===== config.mk =====
export PLATFORM = sky130hd
export DESIGN_NAME = tdoa_cordic_stage
export DESIGN_NICKNAME = d
export VERILOG_FILES = /design/src/rtl/core/tdoa_pkg.sv /design/src/rtl/core/tdoa_cordic_stage.sv
export SDC_FILE = /design/constraint.sdc
export NUM_CORES = 1
export LEC_CHECK = 0
export ABC_AREA = 1
export BUFFER_PORTS_ARGS = -buffer_cell sky130_fd_sc_hd__buf_2
export CORE_ASPECT_RATIO = 2
export CORE_MARGIN = 4
export CORE_UTILIZATION = 58
export DETAILED_ROUTE_END_ITERATION = 16
export PLACE_DENSITY_LB_ADDON = 0.25
export REMOVE_ABC_BUFFERS = 1
export SYNTH_ARGS = -nofsm -noshare
export SYNTH_HDL_FRONTEND = slang
export SYNTH_SLANG_ARGS = --single-unit

===== constraint.sdc =====
create_clock -name i_clk -period 3.7 [get_ports i_clk]
set_input_delay 0.185 -clock i_clk [delete_from_list [all_inputs] [get_ports i_clk]]
set_output_delay 0.185 -clock i_clk [all_outputs]
set_load 0.03 [all_outputs]

===== src/rtl/core/tdoa_pkg.sv =====
// Shared types, widths, register codes and the CORDIC arctangent table for the TDoA bearing block.
package tdoa_pkg;

    localparam int IN_W      = 16;
    localparam int PROD_W    = 32;
    localparam int C_W       = 33;
    localparam int XY_W      = 36;
    localparam int ACC_W     = 35;
    localparam int ACC_FRAC  = 24;
    localparam int TABLE_LEN = 24;
    localparam int BRG_OUT_W = 15;

    typedef enum logic [1:0] {
        CFG_MIC2_X = 2'd0,
        CFG_MIC2_Y = 2'd1,
        CFG_MIC3_X = 2'd2,
        CFG_MIC3_Y = 2'd3
    } t_cfg_reg;

    localparam logic signed [IN_W-1:0] RST_MIC2_X = -16'sd10000;
    localparam logic signed [IN_W-1:0] RST_MIC2_Y = -16'sd17321;
    localparam logic signed [IN_W-1:0] RST_MIC3_X = 16'sd10000;
    localparam logic signed [IN_W-1:0] RST_MIC3_Y = -16'sd17321;

    // 180 degrees in accumulator units (degrees * 2^24)
    localparam logic signed [ACC_W-1:0] ACC_HALF_TURN = ACC_W'(64'd180 << ACC_FRAC);

    // atan(2^-i) in degrees * 2^24, rounded to nearest
    localparam logic signed [ACC_W-1:0] ATAN_TAB [TABLE_LEN] = '{
        35'sd754974720, 35'sd445687602, 35'sd235489088, 35'sd119537938,
        35'sd60000934,  35'sd30029717,  35'sd15018523,  35'sd7509720,
        35'sd3754917,   35'sd1877466,   35'sd938734,    35'sd469367,
        35'sd234684,    35'sd117342,    35'sd58671,     35'sd29335,
        35'sd14668,     35'sd7334,      35'sd3667,      35'sd1833,
        35'sd917,       35'sd458,       35'sd229,       35'sd115
    };

    typedef struct packed {
        logic                     valid;
        logic                     zero;
        logic                     degen;
        logic signed [XY_W-1:0]   x;
        logic signed [XY_W-1:0]   y;
        logic signed [ACC_W-1:0]  acc;
    } t_cordic;

endpackage


===== src/rtl/core/tdoa_cordic_stage.sv =====
// One registered vectoring CORDIC micro-rotation stage.
module tdoa_cordic_stage #(
    parameter int SHIFT = 0
) (
    input  logic              i_clk,
    input  logic              i_rst_n,
    input  logic              i_en,
    input  tdoa_pkg::t_cordic i_stg,
    output tdoa_pkg::t_cordic o_stg
);
    import tdoa_pkg::*;

    t_cordic                 r_stg;
    t_cordic                 n_stg;
    logic signed [XY_W-1:0]  x;
    logic signed [XY_W-1:0]  y;
    logic signed [XY_W-1:0]  xs;
    logic signed [XY_W-1:0]  ys;

    always_comb begin
        x  = i_stg.x;
        y  = i_stg.y;
        xs = x >>> SHIFT;
        ys = y >>> SHIFT;
        n_stg = i_stg;
        if (y > 0) begin
            n_stg.x   = x + ys;
            n_stg.y   = y - xs;
            n_stg.acc = i_stg.acc + ATAN_TAB[SHIFT];
        end else begin
            n_stg.x   = x - ys;
            n_stg.y   = y + xs;
            n_stg.acc = i_stg.acc - ATAN_TAB[SHIFT];
        end
    end

    always_ff @(posedge i_clk) begin
        if (!i_rst_n) begin
            r_stg.valid <= 1'b0;
        end else if (i_en) begin
            r_stg <= n_stg;
        end
    end

    assign o_stg = r_stg;

endmodule


== Yosys cells after proc, flatten, opt, wreduce, memory -nomap -nowiden ==
Index checks and enable logic that the tools add are counted.

* Magnitude comparators: 1
* Add/sub/neg operators: 5
* Muxes and demuxes: 1
* Reduce and logical (&&, ||, !) cells: 1

{| class="wikitable"
|+ Operator list
! kind !! number
|-
| $mux W107 || 1
|-
| $sub A36 B36 Y36 || 2
|-
| $add A36 B36 Y36 || 1
|-
| $gt A36 B1 Y1 const B || 1
|-
| $add A35 B31 Y35 const B || 1
|-
| $sub A35 B31 Y35 const B || 1
|-
| $reduce_and A2 Y1 || 1
|}

* Flip-flop bits (word level): 110
* Word-level logic and storage cells: 14

== Longest topological paths before layout ==
* Depth after elaboration: 2
* Mapped depth: 17
* Depth with buffers taken out: 16

== Worst setup path after synthesis ==
No wires, ideal clock.

* Path type: in2reg
* Start point: input port i_rst_n
* End point: register r_stg (netlist bit o_stg[0]), enable pin
* Required time: 3.239 ns
* Setup time: 0.461 ns
* Path slack: 0.933 ns
* Buffers on the path: 0
* Arrival time: 2.306 ns
* Stages: 2
* Cell sequence: nand2_1 inv_1

* Longest elaborated chain between the ends: 1

{| class="wikitable"
|+ Ends and longest elaborated chain
! element !! line !! text
|-
| start, declared || tdoa_cordic_stage.sv:6 || <nowiki>input logic i_rst_n,</nowiki>
|-
| $reduce_and A2 Y1 (no line) || - ||
|-
| end signal, assigned || tdoa_cordic_stage.sv:41 || <nowiki>r_stg <= n_stg;</nowiki>
|-
| end, declared || tdoa_cordic_stage.sv:13 || <nowiki>t_cordic r_stg;</nowiki>
|}

Every way passes these cells.
A chain may end at the register's enable or synchronous reset.

==> results.rst <==
.. list-table::
   :header-rows: 1

   * - Metric
     - Value
   * - Result of the run
     - finished with violations
   * - Violations in the final reports
     - negative hold slack
   * - Initial antenna violation count
     - 4
   * - Remaining DRCs
     - 0
   * - Count of pins on the block boundary
     - 223
   * - Post-route clock skew
     - 0 ns
   * - Clock tree from TritonCTS
     - yes
   * - Multiplexer share of the synthesized area
     - 0%
   * - Class of the most critical hold timing path
     - primary input to flip-flop
   * - Largest fanout on the critical path
     - 10
   * - Number of flip-flops under the largest register name
     - about 110
   * - Initial DRC Count
     - 1154
   * - Routed via count
     - approximately 13000
   * - Compound-Gate Fraction of Synth Area
     - 11.1%
   * - Critical Path Start Type
     - primary input
   * - Number of detailed-routing iterations run before antenna repair
     - 8
   * - Final cell area excluding filler cells
     - 0.0135 mm2
   * - Tightest Pin Transition
     - 0.880 ns
   * - Clock latency reported for the late side of the worst-skew pair
     - 0.38 ns
   * - Clock buffers created by TritonCTS
     - 9
   * - Category of the critical setup timing path
     - primary input to flip-flop
   * - Synthesized-area fraction occupied by adder cells
     - 12.8%
   * - Global route overflow
     - 0
   * - Simple-gate share of the synthesized area
     - 33.1%
   * - Share of the yosys chip area belonging to registers
     - between 20 and 30%
   * - Clock slew seen by the registers of the worst setup and hold paths
     - ~0.080 ns
   * - Routed via count divided by cell count
     - approximately 5.8
   * - Number of global-route vias before repair
     - 13361
   * - Estimated wirelength of the detail-placed design
     - 38100 um
   * - Fraction of layout instances using a drive strength above 1
     - between 10% and 20%
   * - Number of clock sinks
     - 109
   * - DIE HEIGHT
     - between 200 and 250 um
   * - Total Nets Final
     - around 2200
   * - Average cell area after synthesis
     - between 6 and 7 um2
   * - Overall routed net length
     - 46900 um
   * - Yosys synthesis warning count
     - 0
   * - Post-Route Hold Slack
     - -0.000423 ns
   * - Number of instances in the synthesized netlist
     - 1778
   * - Total Negative Setup Slacks
     - 0 ns
   * - Worst endpoint required time
     - approximately 3.8 ns
   * - Overall fraction of global-route tracks in use
     - 40.7%
   * - Number of hold violations in the final report
     - 1
   * - Buffer cell driving the clock tree root
     - sky130_fd_sc_hd__clkbuf_16
   * - Combinational family with the most area after synthesis
     - simple AND/OR/NAND/NOR gates
   * - Count of state elements after synthesis
     - approximately 110
   * - Xor and xnor area share after synthesis
     - 3.71%
   * - Count of standard-cell rows
     - between 70 and 80
   * - Pin count of the biggest net entering global routing
     - 75
   * - Setup slack after layout
     - ~1 ns
   * - Biggest area consumer among synthesized cells
     - sky130_fd_sc_hd__edfxtp_1
   * - Count of distinct cell types in the synthesized netlist
     - 40
   * - Maximum operating frequency
     - 370 MHz
   * - Setup repair after global routing missed its margin
     - false
   * - Maximum count of clock buffers along a single path
     - 2
   * - Maxcap violations
     - 0
   * - Post-route antenna net violation count
     - 0
   * - Relative slew margins
     - 40.7%
   * - Ratio of total power to cell area
     - 336 mW/mm2
   * - Data arrival time of the worst path
     - 2.84 ns
   * - Placeable core region
     - 0.0199 mm2
   * - Leakage power total
     - 7.03 nW
   * - Initial standard-cell utilization of the core
     - between 50% and 60%
   * - DIE WIDTH
     - 109 um
   * - Syn Std Cell Area
     - 0.0118 mm2
   * - Fraction of synthesized cell area taken by the top area cell type
     - 27.5%
   * - Total setup violations reported at the end of the flow
     - 0
   * - Die area
     - about 0.023 mm2
   * - Synthesis-to-layout area growth
     - 14.2%
   * - First-pass GRT wire length
     - 69500 um
   * - Placer congestion estimate
     - 1.11
   * - Synth top area cells
     - sky130_fd_sc_hd__edfxtp_1 27%, sky130_fd_sc_hd__nand2_1 17%, sky130_fd_sc_hd__ha_1 12%
   * - Area after detailed placement
     - 0.0130 mm2
   * - Setup slack on the worst flop-to-flop path
     - 3.06 ns
   * - Post-CTS setup repair buffer count
     - 0
   * - Time the worst path needs with I/O delays and setup
     - 2.70 ns
   * - Post-Place Worst Slack
     - 0.730 ns
   * - Final worst path period share
     - 73.1%
   * - Final count of pins violating max slew
     - 0
   * - Count of H-tree levels built during CTS
     - 3
   * - Worst setup EP type
     - flip-flop
   * - IO Port Bufs
     - 222
   * - VDD IR-drop max
     - 254 uV
   * - WL/cell
     - 20.7 um
[final timing paths]
| kind | startpoint | end | depth (start not counted) |
|---|---|---|---|
| worst max-delay path | i_stg[47] | o_stg[31]$_DFFE_PP_ | 14 |
| worst min-delay path | i_stg[16] | o_stg[16]$_DFFE_PP_ | 1 |
| worst max register to register | o_stg[109]$_SDFFE_PN0P_ | o_stg[109]$_SDFFE_PN0P_ | 2 |
| worst min register to register | o_stg[109]$_SDFFE_PN0P_ | o_stg[109]$_SDFFE_PN0P_ | 2 |
[synth_stat cells]
cell,n
sky130_fd_sc_hd__a21o_1,1
sky130_fd_sc_hd__a21oi_1,119
sky130_fd_sc_hd__a21oi_2,4
sky130_fd_sc_hd__a31oi_1,2
sky130_fd_sc_hd__and2_1,7
sky130_fd_sc_hd__and2_2,1
sky130_fd_sc_hd__buf_2,16
sky130_fd_sc_hd__buf_4,25
sky130_fd_sc_hd__buf_6,2
sky130_fd_sc_hd__clkbuf_1,4
sky130_fd_sc_hd__clkinv_1,1
sky130_fd_sc_hd__dfxtp_1,1
sky130_fd_sc_hd__edfxtp_1,108
sky130_fd_sc_hd__fa_1,4
sky130_fd_sc_hd__ha_1,114
sky130_fd_sc_hd__inv_1,274
sky130_fd_sc_hd__inv_2,12
sky130_fd_sc_hd__nand2_1,544
sky130_fd_sc_hd__nand2_2,9
sky130_fd_sc_hd__nand2_4,1
sky130_fd_sc_hd__nand3_1,165
sky130_fd_sc_hd__nand3_2,6
sky130_fd_sc_hd__nand3b_1,3
sky130_fd_sc_hd__nand4_1,16
sky130_fd_sc_hd__nor2_1,136
sky130_fd_sc_hd__nor2_2,13
sky130_fd_sc_hd__nor2_4,3
sky130_fd_sc_hd__nor3_1,11
sky130_fd_sc_hd__nor3_2,1
sky130_fd_sc_hd__nor4_1,1
sky130_fd_sc_hd__nor4_2,1
sky130_fd_sc_hd__o211ai_1,1
sky130_fd_sc_hd__o21ai_0,74
sky130_fd_sc_hd__o21ai_1,20
sky130_fd_sc_hd__o21bai_1,23
sky130_fd_sc_hd__o31ai_1,1
sky130_fd_sc_hd__or2_1,2
sky130_fd_sc_hd__or2_2,2
sky130_fd_sc_hd__xnor2_1,5
sky130_fd_sc_hd__xor2_1,45
[logic make-up after synthesis]
logic type | after synthesis
compound gates | 245
fa+ha+maj | 118
xor+xnor | 50
flops | 109
buf+inv | 334
simple gates | 922
[routing by layer]
metal | wire length [um] | share of wire, % | track usage (%) | up-vias
li1 | - | - | - | 6107
met1 | 14100 | 30 | 36.0 | 5836
met2 | 23800 | 51 | 71.4 | 818
met3 | 3590 | 7.6 | 8.90 | 314
met4 | 5410 | 12 | 40.7 | 0
met5 | 0 | 0 | 0 | -
[layout make-up]
type                       instances  area, um2
antenna                            5       12.5
clock buffer                      10        229
clock inverter                     6       53.8
fill                            1803       6430
inverter                         287       1080
multi-input combinational       1335       7160
sequential                       109       3260
tap                              262        328
timing repair buffer             246       1350
[power breakdown]
| part | internal, mW | total (mW) | switching, mW | leakage, nW |
|---|---|---|---|---|
| logic | 0.579 | 2.01 | 1.43 | 5.88 |
| registers | 1.52 | 1.55 | 0.0281 | 1.01 |
| clock network | 0.471 | 0.968 | 0.497 | 0.136 |
| total | 2.57 | 4.52 | 1.96 | 7.03 |
[cell usage in the layout (no fill, tap or decap), types with 12 or more instances in the layout]
| cell type | netlist | routed |
|---|---|---|
| sky130_fd_sc_hd__nand2_1 | 544 | 543 |
| sky130_fd_sc_hd__inv_1 | 274 | 273 |
| sky130_fd_sc_hd__buf_2 | 16 | 222 |
| sky130_fd_sc_hd__nand3_1 | 165 | 165 |
| sky130_fd_sc_hd__nor2_1 | 136 | 136 |
| sky130_fd_sc_hd__a21oi_1 | 119 | 119 |
| sky130_fd_sc_hd__ha_1 | 114 | 114 |
| sky130_fd_sc_hd__edfxtp_1 | 108 | 108 |
| sky130_fd_sc_hd__o21ai_0 | 74 | 74 |
| sky130_fd_sc_hd__xor2_1 | 45 | 45 |
| sky130_fd_sc_hd__o21bai_1 | 23 | 23 |
| sky130_fd_sc_hd__o21ai_1 | 20 | 20 |
| sky130_fd_sc_hd__dlygate4sd3_1 | 0 | 20 |
| sky130_fd_sc_hd__nand4_1 | 16 | 16 |
| sky130_fd_sc_hd__nor2_2 | 13 | 13 |
| sky130_fd_sc_hd__inv_2 | 12 | 12 |
[critical path: stages]
cell                      delay, ns
sky130_fd_sc_hd__buf_2         0.12
sky130_fd_sc_hd__inv_1         0.07
sky130_fd_sc_hd__nand3_1       0.09
sky130_fd_sc_hd__nor3_1        0.52
sky130_fd_sc_hd__nand4_1       0.19
sky130_fd_sc_hd__nand2_2       0.32
sky130_fd_sc_hd__inv_2         0.11
sky130_fd_sc_hd__ha_1          0.36
sky130_fd_sc_hd__a21oi_1       0.22
sky130_fd_sc_hd__o21ai_0       0.14
sky130_fd_sc_hd__a21oi_1       0.23
sky130_fd_sc_hd__nor2_1        0.07
sky130_fd_sc_hd__nor2_1        0.11
sky130_fd_sc_hd__xor2_1        0.07
[repair_timing]
action / 4_1_cts / 5_1_grt
endpoints found under the hold margin: 16 / 4
hold buffers: 16 / 4
gates resized for setup: 0 / 0
[stage by stage]
stage                     utilization (%)  total power [mW]  hold slack [ns]  instances
final                                67.7              4.52        -0.000423       2260
after global routing                 67.7              4.74          0.00313       2257
after CTS                            67.4              4.44         0.000253       2251
after detailed placement             65.2              3.49            0.364       2219
after global placement               65.2              3.45            0.362       2219
after floorplan                         -              2.86            0.278       1731
Power figures use the tool's default switching activity.
